$ cat src/design/sprhm_pkg.sv
// ---------------------------------------------------------------------------
// sprhm_pkg
// Shared constants and types of the sync pattern distance core.
// ---------------------------------------------------------------------------
package sprhm_pkg;

  // window length limit, 1..32
  localparam int MAX_SYNC_DIBITS = 32;

  localparam int PAT_W      = 64;
  localparam int PAT_DIBITS = PAT_W / 2;
  localparam int IDX_W      = $clog2(PAT_DIBITS);
  localparam int POS_W      = 6;
  localparam int CNT_W      = 6;
  localparam int SYM_W      = 8;
  localparam int NUM_REMAPS = 5;
  localparam int NUM_COUNTS = 2 * NUM_REMAPS;

  localparam logic [POS_W-1:0] POS_LIMIT = POS_W'(MAX_SYNC_DIBITS);

  // ASCII range of the decoded symbols
  localparam logic [SYM_W-1:0] CHAR_ZERO  = 8'h30;
  localparam logic [SYM_W-1:0] CHAR_THREE = 8'h33;
  localparam logic [1:0]       DIBIT_MASK = 2'h3;

  // register indexes on the config port
  typedef enum logic {
    REG_PATTERN_NORMAL   = 1'b0,
    REG_PATTERN_INVERTED = 1'b1
  } reg_idx_t;

  // rotation 0->1->3->2->0 on the low two bits
  localparam logic [1:0] ROT_TABLE [0:3] = '{2'd1, 2'd3, 2'd0, 2'd2};

  typedef logic [CNT_W-1:0] cnt_t;
  typedef cnt_t             cnt_bank_t [NUM_COUNTS];
  typedef logic [NUM_COUNTS-1:0] miss_t;

endpackage

$ cat src/design/sprhm_match.sv
// ---------------------------------------------------------------------------
// sprhm_match
// Decodes one symbol, builds its five remaps and flags the mismatches
// against the expected normal and inverted dibits.
// ---------------------------------------------------------------------------
module sprhm_match
  import sprhm_pkg::*;
(
  input  logic [SYM_W-1:0] symbol_char,
  input  logic [1:0]       exp_normal,
  input  logic [1:0]       exp_inverted,
  output miss_t            miss
);

  logic [SYM_W-1:0] dec;
  logic [SYM_W-1:0] r_ident;
  logic [1:0]       r_inv;
  logic [1:0]       r_swap;
  logic [SYM_W-1:0] r_xor;
  logic [1:0]       r_rot;

  // ASCII '0'..'3' become 0..3, other bytes stay raw
  always_comb begin
    if (symbol_char >= CHAR_ZERO && symbol_char <= CHAR_THREE) begin
      dec = {{(SYM_W-2){1'b0}}, symbol_char[1:0]};
    end else begin
      dec = symbol_char;
    end
  end

  // five remaps
  always_comb begin
    r_ident = dec;
    unique case (dec)
      8'd0:    r_inv = 2'd2;
      8'd1:    r_inv = 2'd3;
      8'd2:    r_inv = 2'd0;
      default: r_inv = 2'd1;
    endcase
    r_swap = {dec[0], dec[1]};
    r_xor  = dec ^ {{(SYM_W-2){1'b0}}, DIBIT_MASK};
    r_rot  = ROT_TABLE[dec[1:0]];
  end

  // even bit: normal pattern, odd bit: inverted pattern
  always_comb begin
    miss[0] = r_ident != {{(SYM_W-2){1'b0}}, exp_normal};
    miss[1] = r_ident != {{(SYM_W-2){1'b0}}, exp_inverted};
    miss[2] = r_inv   != exp_normal;
    miss[3] = r_inv   != exp_inverted;
    miss[4] = r_swap  != exp_normal;
    miss[5] = r_swap  != exp_inverted;
    miss[6] = r_xor   != {{(SYM_W-2){1'b0}}, exp_normal};
    miss[7] = r_xor   != {{(SYM_W-2){1'b0}}, exp_inverted};
    miss[8] = r_rot   != exp_normal;
    miss[9] = r_rot   != exp_inverted;
  end

endmodule

$ cat src/design/sprhm_min.sv
// ---------------------------------------------------------------------------
// sprhm_min
// Four-level compare tree picking the smallest of the ten counters.
// ---------------------------------------------------------------------------
module sprhm_min
  import sprhm_pkg::*;
(
  input  cnt_bank_t counts,
  output cnt_t      min_count
);

  cnt_t l1 [5];
  cnt_t l2 [3];
  cnt_t l3 [2];

  always_comb begin
    for (int i = 0; i < 5; i++) begin
      l1[i] = (counts[2*i+1] < counts[2*i]) ? counts[2*i+1] : counts[2*i];
    end
    l2[0] = (l1[1] < l1[0]) ? l1[1] : l1[0];
    l2[1] = (l1[3] < l1[2]) ? l1[3] : l1[2];
    l2[2] = l1[4];
    l3[0] = (l2[1] < l2[0]) ? l2[1] : l2[0];
    l3[1] = l2[2];
    min_count = (l3[1] < l3[0]) ? l3[1] : l3[0];
  end

endmodule

$ cat src/design/sync_pattern_remap_hamming_min_core.sv
// ---------------------------------------------------------------------------
// sync_pattern_remap_hamming_min_core
// Hamming distance of a received symbol window against a sync pattern.
// ---------------------------------------------------------------------------
// Takes one symbol byte per cycle while in_tready is high and keeps ten
// mismatch counters (five symbol remaps against the normal and the
// inverted pattern). The word with tlast set produces one result, the
// smallest counter including that word, and starts a new window. A last
// word waits in the input register until the output slot is free, then
// goes through the counter update and compare tree into the output
// register. Symbols past MAX_SYNC_DIBITS are not counted. Patterns must be
// written through cfg_* while the core is idle; the core does not check it.
module sync_pattern_remap_hamming_min_core
  import sprhm_pkg::*;
(
  input  logic             clk,
  input  logic             rst_n,
  // config write channel
  input  logic             cfg_valid,
  output logic             cfg_ready,
  input  logic             cfg_index,
  input  logic [PAT_W-1:0] cfg_data,
  // symbol input
  input  logic             in_tvalid,
  output logic             in_tready,
  input  logic [7:0]       in_tdata,   // [7:0] symbol_char
  input  logic             in_tlast,   // last_symbol
  // result output
  output logic             out_tvalid,
  input  logic             out_tready,
  output logic [7:0]       out_tdata   // [5:0] min_distance, [7:6] zero
);

  logic [PAT_W-1:0] pat_normal_r;
  logic [PAT_W-1:0] pat_inverted_r;

  logic             s0_valid_r;
  logic [SYM_W-1:0] s0_char_r;
  logic             s0_last_r;

  logic [POS_W-1:0] pos_r, pos_nxt;
  cnt_bank_t        cnt_r, cnt_nxt, cnt_upd;

  logic             out_valid_r;
  cnt_t             out_min_r;

  logic             s0_adv;
  logic             in_take;
  logic             in_window;
  logic [IDX_W-1:0] idx;
  miss_t            miss;
  cnt_t             min_count;

  // config writes always accepted
  assign cfg_ready = 1'b1;

  always_ff @(posedge clk) begin
    if (!rst_n) begin
      pat_normal_r   <= '0;
      pat_inverted_r <= '0;
    end else if (cfg_valid) begin
      unique case (reg_idx_t'(cfg_index))
        REG_PATTERN_NORMAL:   pat_normal_r   <= cfg_data;
        REG_PATTERN_INVERTED: pat_inverted_r <= cfg_data;
        default:              ;
      endcase
    end
  end

  // a last word may only retire when the output slot frees up
  assign s0_adv    = s0_valid_r && (!s0_last_r || !out_valid_r || out_tready);
  assign in_tready = !s0_valid_r || s0_adv;
  assign in_take   = in_tvalid && in_tready;

  // input register
  always_ff @(posedge clk) begin
    if (!rst_n) begin
      s0_valid_r <= 1'b0;
    end else if (in_tready) begin
      s0_valid_r <= in_tvalid;
    end
  end

  always_ff @(posedge clk) begin
    if (in_take) begin
      s0_char_r <= in_tdata;
      s0_last_r <= in_tlast;
    end
  end

  // expected dibits at the current position
  assign in_window = pos_r < POS_LIMIT;
  assign idx       = pos_r[IDX_W-1:0];

  sprhm_match u_match (
    .symbol_char  (s0_char_r),
    .exp_normal   (pat_normal_r[{idx, 1'b0} +: 2]),
    .exp_inverted (pat_inverted_r[{idx, 1'b0} +: 2]),
    .miss         (miss)
  );

  // counter bank update, cleared after the last word
  always_comb begin
    for (int i = 0; i < NUM_COUNTS; i++) begin
      cnt_upd[i] = cnt_r[i] + {{(CNT_W-1){1'b0}}, (in_window && miss[i])};
    end
    cnt_nxt = cnt_r;
    pos_nxt = pos_r;
    if (s0_adv) begin
      if (s0_last_r) begin
        cnt_nxt = '{default: '0};
        pos_nxt = '0;
      end else begin
        cnt_nxt = cnt_upd;
        pos_nxt = in_window ? pos_r + POS_W'(1) : pos_r;
      end
    end
  end

  sprhm_min u_min (
    .counts    (cnt_upd),
    .min_count (min_count)
  );

  always_ff @(posedge clk) begin
    if (!rst_n) begin
      pos_r <= '0;
      cnt_r <= '{default: '0};
    end else begin
      pos_r <= pos_nxt;
      cnt_r <= cnt_nxt;
    end
  end

  // output register
  always_ff @(posedge clk) begin
    if (!rst_n) begin
      out_valid_r <= 1'b0;
    end else if (s0_adv && s0_last_r) begin
      out_valid_r <= 1'b1;
    end else if (out_tready) begin
      out_valid_r <= 1'b0;
    end
  end

  always_ff @(posedge clk) begin
    if (s0_adv && s0_last_r) begin
      out_min_r <= min_count;
    end
  end

  assign out_tvalid = out_valid_r;
  assign out_tdata  = {{(8-CNT_W){1'b0}}, out_min_r};

endmodule

$ cat config.mk
export PLATFORM = sky130hd
export DESIGN_NAME = sync_pattern_remap_hamming_min_core
export DESIGN_NICKNAME = d
export VERILOG_FILES = /design/src/design/sprhm_pkg.sv /design/src/design/sprhm_match.sv /design/src/design/sprhm_min.sv /design/src/design/sync_pattern_remap_hamming_min_core.sv
export SDC_FILE = /design/constraint.sdc
export NUM_CORES = 1
export LEC_CHECK = 0
export BUFFER_PORTS_ARGS = -buffer_cell sky130_fd_sc_hd__buf_4
export CELL_PAD_IN_SITES_DETAIL_PLACEMENT = 0
export CELL_PAD_IN_SITES_GLOBAL_PLACEMENT = 1
export CORE_MARGIN = 2
export CORE_UTILIZATION = 25
export CTS_BUF_LIST = sky130_fd_sc_hd__clkbuf_4 sky130_fd_sc_hd__clkbuf_8 sky130_fd_sc_hd__clkbuf_16
export DETAILED_ROUTE_END_ITERATION = 12
export PLACE_DENSITY = 0.53
export SYNTH_ARGS = -nofsm -noshare
export SYNTH_HDL_FRONTEND = slang
export SYNTH_SLANG_ARGS = --single-unit
$ cat constraint.sdc
create_clock -name clk -period 10 [get_ports clk]
set_input_delay 1.5 -clock clk [delete_from_list [all_inputs] [get_ports clk]]
set_output_delay 1.5 -clock clk [all_outputs]
set_load 0.02 [all_outputs]
==> results of run 1 <==
placed cells by master, fill, tap and decap left out, types with 3 or more instances in the layout:
master,instances
clkbuf_4,6
nor2_1,52
ha_1,66
o21a_1,7
mux4_2,16
a211oi_1,3
a31oi_1,4
conb_1,3
o21ai_0,51
clkbuf_16,28
nand2_1,326
a22oi_1,14
bufinv_16,4
mux4_1,24
a21oi_1,37
mux2_2,6
and4_1,3
nor2b_1,27
mux2i_4,4
nand3_1,47
nand2b_1,6
buf_4,99
mux2i_1,23
clkinv_2,3
clkbuf_8,6
edfxtp_1,15
xor2_1,28
nor3_1,4
inv_1,47
nand4_1,5
dfxtp_1,195
and3_1,7
o21ai_1,3
and2_1,20
a21o_1,9
xnor2_1,22
a21boi_0,154
routing by layer:
metal  vias up  track usage
met5         -            0
met4         0       0.0318
met3        38       0.0212
met2       108        0.231
met1      4411        0.178
li1       4758            -
area by class of cell:
| cell class | count | area [sq um] | area share |
|---|---|---|---|
| clock buffer | 39 | 803 | 0.0573 |
| clock inverter | 10 | 159 | 0.0113 |
| inverter | 47 | 176 | 0.0126 |
| multi-input combinational | 1006 | 6970 | 0.496 |
| sequential | 211 | 4380 | 0.312 |
| tap | 607 | 759 | 0.0541 |
| timing repair buffer | 101 | 788 | 0.0562 |
cell families after synthesis:
family / after synthesis
buf+inv: 133
fa+ha+maj: 66
flops: 211
compound gates: 306
other cells: 2
mux: 74
simple gates: 507
xor+xnor: 50
flip-flops by register name (all words and copies together), names as in the netlist:
name and flops:
pos_r 6, s0_last_r 1, out_min_r 6, pat_normal_r 64, s0_char_r 8, s0_valid_r 1, cnt_r 60, out_tvalid 1
pat_inverted_r 64
critical path, delay by kind of cell, from the launching register on:
family	cells	cell delay, ps
buffers and inverters	2	260
adder cells (fa/ha/maj)	5	1390
multiplexers	7	2730
XOR/XNOR	1	240
AND/OR/NAND/NOR	7	900
flip-flops	1	460
AO/OA/AOI/OAI	15	3060
through the flow:
stage          hold slack, ps  std cells   util  setup slack, ps  total power (uW)
4_1_cts                   463       2020  0.299              454              2520
6_report                  462       2021  0.300              687              2470
3_3_place_gp              450       1971  0.279              591              1430
2_1_floorplan             439       1350      -             1530              1300
3_5_place_dp              455       1971  0.279              461              1430
5_1_grt                   481       2021  0.300             47.6              2620
power by group through the flow:
stage                     clock (uW)  sequential, uW  combinational [uW]
after floorplan                    0             922                 374
after global placement             0             926                 501
after detailed placement           0             926                 508
after CTS                       1100             908                 510
after global routing            1140             911                 570
final                           1060             908                 507
how the worst min path moves through the flow:
stage / to / cells after the start / start / slack [ps]
floorplan: pat_normal_r[10] / 2 / pat_normal_r[10] / 440
global placement: pat_normal_r[19] / 2 / pat_normal_r[19] / 450
detailed placement: pat_inverted_r[2] / 2 / pat_inverted_r[2] / 450
CTS: pat_inverted_r[2] / 2 / pat_inverted_r[2] / 460
global route: pat_inverted_r[62] / 2 / pat_inverted_r[62] / 480
finish: pat_inverted_r[2] / 2 / pat_inverted_r[2] / 460
==> metrics.txt, run 1 <==
# DRC=0; Critical path origin=pos_r[0]; Distinct cells, synth=59; Final Max Tran Viols=0; Post-Syn Area per Cell=8.81 sq um; Hold Vio Cnt, Final=0; CP Launch Type=flip-flop; top_reg_cell synth=dfxtp_1; sequential share of power=0.367; most frequent CP cell=ha_1; share of flip-flops with an asynchronous set or reset=0; setup bufs post-CTS=0; Clock Skews=11.9 ps; Die H=222 um; P_int=1780 uW; Fmax=107 MHz; mux share of post-synthesis cell area=0.117; area post-placement=0.0130 sq mm; post-synthesis sequential area ratio=0.368; Ports=90; area of the core=0.0468 sq mm; ANT cells=0; DRT iter0 DRCs=419; Worst R2R Setup Slack=690 ps; first-pass GRT wire length=53.4 mm; Clock Latency Late Sink=560 ps; HP Class=reg2reg; count leader, synth=nand2_1; post-CTS sizing=0; I/O Buffers=86; routed wl met3=1.19 mm; drt via density=4.61; required time worst endpoint=10300 ps; synthesized cell area=0.0119 sq mm; worst slew pin tran=998 ps; adder-cell share of the synthesized area=0.0694; M1 WL=16.0 mm; status=complete, no violations; antenna-violating nets left=0; pin count of the biggest net entering global routing=107; Setup TNS=0 ps; Chip Width=222 um; initial antenna violation count=0; Hold Buf Count CTS=0; Critical Path Sink=out_min_r[0]; Final period util=0.931; maximum root-to-sink buffer count=3; clock share of power=0.428; DRT Wirelength=33.7 mm; Compound-Gate Fraction of Synth Area=0.178; grt ovf=0; Layout area overhead=18.0%; clock period minus worst slack=9310 ps; filler cell count=5010; crit path max-delay cell type=mux4_1; gpl congestion=0.803; Yosys reg bits=211; worst path arrival time=9610 ps; CTS H-Tree Depth=1; DR top layer=met4; Starting Density=0.254; Crit. End Element=flip-flop; R2R cell count=37; delay of the slowest cell on the worst path=600 ps; max-cap violation count=0; clock root cell=clkbuf_16; met2 WL=16.0 mm; critical path class=reg2reg; Post-synth EDFFs=15; dpl hpwl=22.5 mm; via count=9315; post-route cell area=0.0140 sq mm; Yosys top cell area share=0.330; setup violators final=0; total CTS buffers=27; CP max FO=15; Mapped Cells=1349; Worst VDD drop=0.111 mV; RSZ-0062 raised after global routing=no; largest family of logic cells by synthesized area=simple AND/OR/NAND/NOR gates; Total Nets Final=1539; Rows=79; P_leak=0.00558 uW; total number of yosys warnings=0; Simple-Gate Fraction of Synth Area=0.182; switching pwr=698 uW; worst r2r src=pos_r[0]; drt first pass iters=5; post-synthesis xor/xnor area fraction=0.0368; Rel. slew slack=0.335; Synth area leader=dfxtp_1; drt wl/cell=16.7 um; Comb pwr share=0.205; die area=0.0493 sq mm; Commonest cells post-synth=nand2_1 (328), dfxtp_1 (196), a21boi_0 (154), ha_1 (66), clkbuf_1 (64); total track usage=0.135; number of global-route vias before repair=9430; FF-to-FF End=out_min_r[0]; Synth area leaders=dfxtp_1 (33%), nand2_1 (10%), a21boi_0 (9.7%); sw frac=0.282; CTS tree=done; ratio of cells with drive above 1 in the final layout=0.136; clock slew at reported path FFs=60 ps; Pwr Density=176 mW/mm^2; clk sinks=211
Note: power is estimated with default switching activity, not from simulation.
==> run 2: changes to the inputs <==
- CORE_MARGIN: 2 -> not set
- SLEW_MARGIN: not set -> 20
==> metrics.txt, run 2 (synthesized netlist as in run 1, its figures left out) <==
status=finished, violations left; failing checks=design-rule violations; initial antenna violation count=0 (unchanged); maximum root-to-sink buffer count=3 (unchanged); I/O Buffers=86 (unchanged); Clock Skews=9.64 ps (-2.30 ps); Layout area overhead=17.2%; Final period util=0.933 (+0.00200); clock slew at reported path FFs=60 ps (about the same); crit path max-delay cell type=mux4_1; clock root cell=clkbuf_16; Die H=220 um (-0.90%); Final Max Tran Viols=0 (unchanged); met2 Usage GRT=0.238 (+0.00667); worst r2r src=pos_r[0]; met1 Usage GRT=0.179 (+0.00134); DRT Wirelength=33.1 mm (-1.7%); Critical Path Sink=out_min_r[0]; drt wl/cell=16.4 um (-1.7%); clock period minus worst slack=9330 ps (+20.0 ps); Fmax=107 MHz (-0.21%); dpl hpwl=22.2 mm (-1.6%); most common cell after layout, fill and taps aside=nand2_1; Setup TNS=0 ps (unchanged); Rows=79 (unchanged); required time worst endpoint=10310 ps (about the same); first-pass GRT wire length=52.8 mm (-1.1%); FF-to-FF End=out_min_r[0]; die area=0.0484 sq mm (-1.8%); DRT iter0 DRCs=363 (-13%); via count=9315 (unchanged); most frequent cells in the layout=nand2_1 (326), dfxtp_1 (195), a21boi_0 (154); number of global-route vias before repair=9329 (-1.1%); post-route cell area=0.0139 sq mm (-0.70%); # DRC=2 (+2); number of stages on the worst hold path=2 (unchanged); CP max FO=36 (+21); antenna-violating nets left=0 (unchanged); area post-placement=0.0130 sq mm (unchanged); ANT cells=0 (unchanged); Crit. End Element=flip-flop; filler cell count=5000 (-0.20%); register area=0.00438 sq mm (about the same); RSZ-0062 raised after global routing=no; Rel. slew slack=0.339 (+0.00360); Chip Width=220 um (-0.90%); drt first pass iters=8 (+3); fin util=0.298 (-0.00209); setup violators final=0 (unchanged); HP Class=reg2reg; R2R cell count=37 (unchanged); Multi-input gate area=0.00697 sq mm (unchanged); Finished Layout Cells=2020 (-0.049%); ratio of cells with drive above 1 in the final layout=0.135 (-0.00132); delay of the slowest cell on the worst path=640 ps (+40 ps); total track usage=0.138 (+0.00327); Placed Cells=1971 (unchanged); worst slew pin tran=990 ps (-7.79 ps); gr busiest metal=met2; area of the core=0.0468 sq mm (unchanged); Worst VDD drop=0.119 mV (+7.1%); Largest regs=pat_inverted_r (64), pat_normal_r (64), cnt_r (60); drt via density=4.61 (about the same); Hold Vio Cnt, Final=0 (unchanged); Pwr Density=171 mW/mm^2 (-3.0%); worst path arrival time=9640 ps (+30 ps); CTS tree=done; Critical path origin=pos_r[0]; clk sinks=211 (unchanged); gpl congestion=0.823 (+2.5%); total CTS buffers=27 (unchanged); grt ovf=0 (unchanged); CP Launch Type=flip-flop; Worst R2R Setup Slack=670 ps (-20 ps); critical path class=reg2reg; Ports=90 (unchanged); pin count of the biggest net entering global routing=102 (-4.7%); Total Nets Final=1538 (-0.065%); max-cap violation count=0 (unchanged); Starting Density=0.254 (unchanged); met3 GRT Util=0.0210 (-0.000223); P_leak=0.00553 uW (-0.87%); Clock Latency Late Sink=560 ps (about the same); overall power=2380 uW (-3.7%); CTS H-Tree Depth=1 (unchanged)
## run 2: cell types whose count changed in the layout (fill, tap and decap cells not counted), sizes merged
cell	before	now
clkinvlp	0	2
bufinv	4	1
inv	49	48
clkinv	4	8
clkbuf	40	37
## run 2: layout make-up
| cell class | instances | area share |
|---|---|---|
| Clock buffer | 37 | 0.0566 |
| Clock inverter | 12 | 0.00745 |
| Inverter | 47 | 0.0127 |
| Multi-Input combinational cell | 1006 | 0.500 |
| Sequential cell | 211 | 0.314 |
| Tap cell | 607 | 0.0545 |
| Timing Repair Buffer | 100 | 0.0548 |
## run 2: power by group
group	internal [uW]	switching, uW	leakage (uW)
sequential	890	17.6	0.00174
clock	577	399	0.000447
combinational	223	276	0.00335
## run 2: how the worst min path moves through the flow
stage | start | to | slack (ps)
after global placement | pat_normal_r[57] | pat_normal_r[57] | 450
after global routing | pat_normal_r[57] | pat_normal_r[57] | 480
after detailed placement | pat_normal_r[57] | pat_normal_r[57] | 460
final | pat_normal_r[44] | pat_normal_r[44] | 460
after floorplan | pat_normal_r[10] | pat_normal_r[10] | 440
after CTS | pat_normal_r[57] | pat_normal_r[57] | 460
## run 2: repair_timing
action | in CTS | in global routing
hold buffers | 0 | 0
buffers inserted | 0 | 0
setup endpoints to repair | 0 | 1
resized for setup | 0 | 3
## run 2: per-stage QoR
| stage | hold slack (ps) | setup slack (ps) |
|---|---|---|
| finish | 460 | 667 |
| global route | 480 | 14.9 |
| CTS | 463 | 548 |
| detailed placement | 455 | 564 |
| global placement | 448 | 662 |
| floorplan | 439 | 1530 |
## run 2: metal layers
| layer | part of all wire | up-vias |
|---|---|---|
| met3 | 0.030 | 37 |
| met1 | 0.47 | 4406 |
| met5 | 0 | - |
| met4 | 0.022 | 0 |
| met2 | 0.48 | 116 |
| li1 | - | 4756 |
## run 2: critical path: cells and delay by family (launching register included)
| kind | cells | cell delay, ps |
|---|---|---|
| xor gates and xnor gates | 1 | 240 |
| buffers and inverters | 2 | 320 |
| muxes | 7 | 2840 |
| adders and majority gates | 5 | 1360 |
| DFF | 1 | 340 |
| and+or+nand+nor | 5 | 540 |
| AOI/OAI and AO/OA | 17 | 3420 |
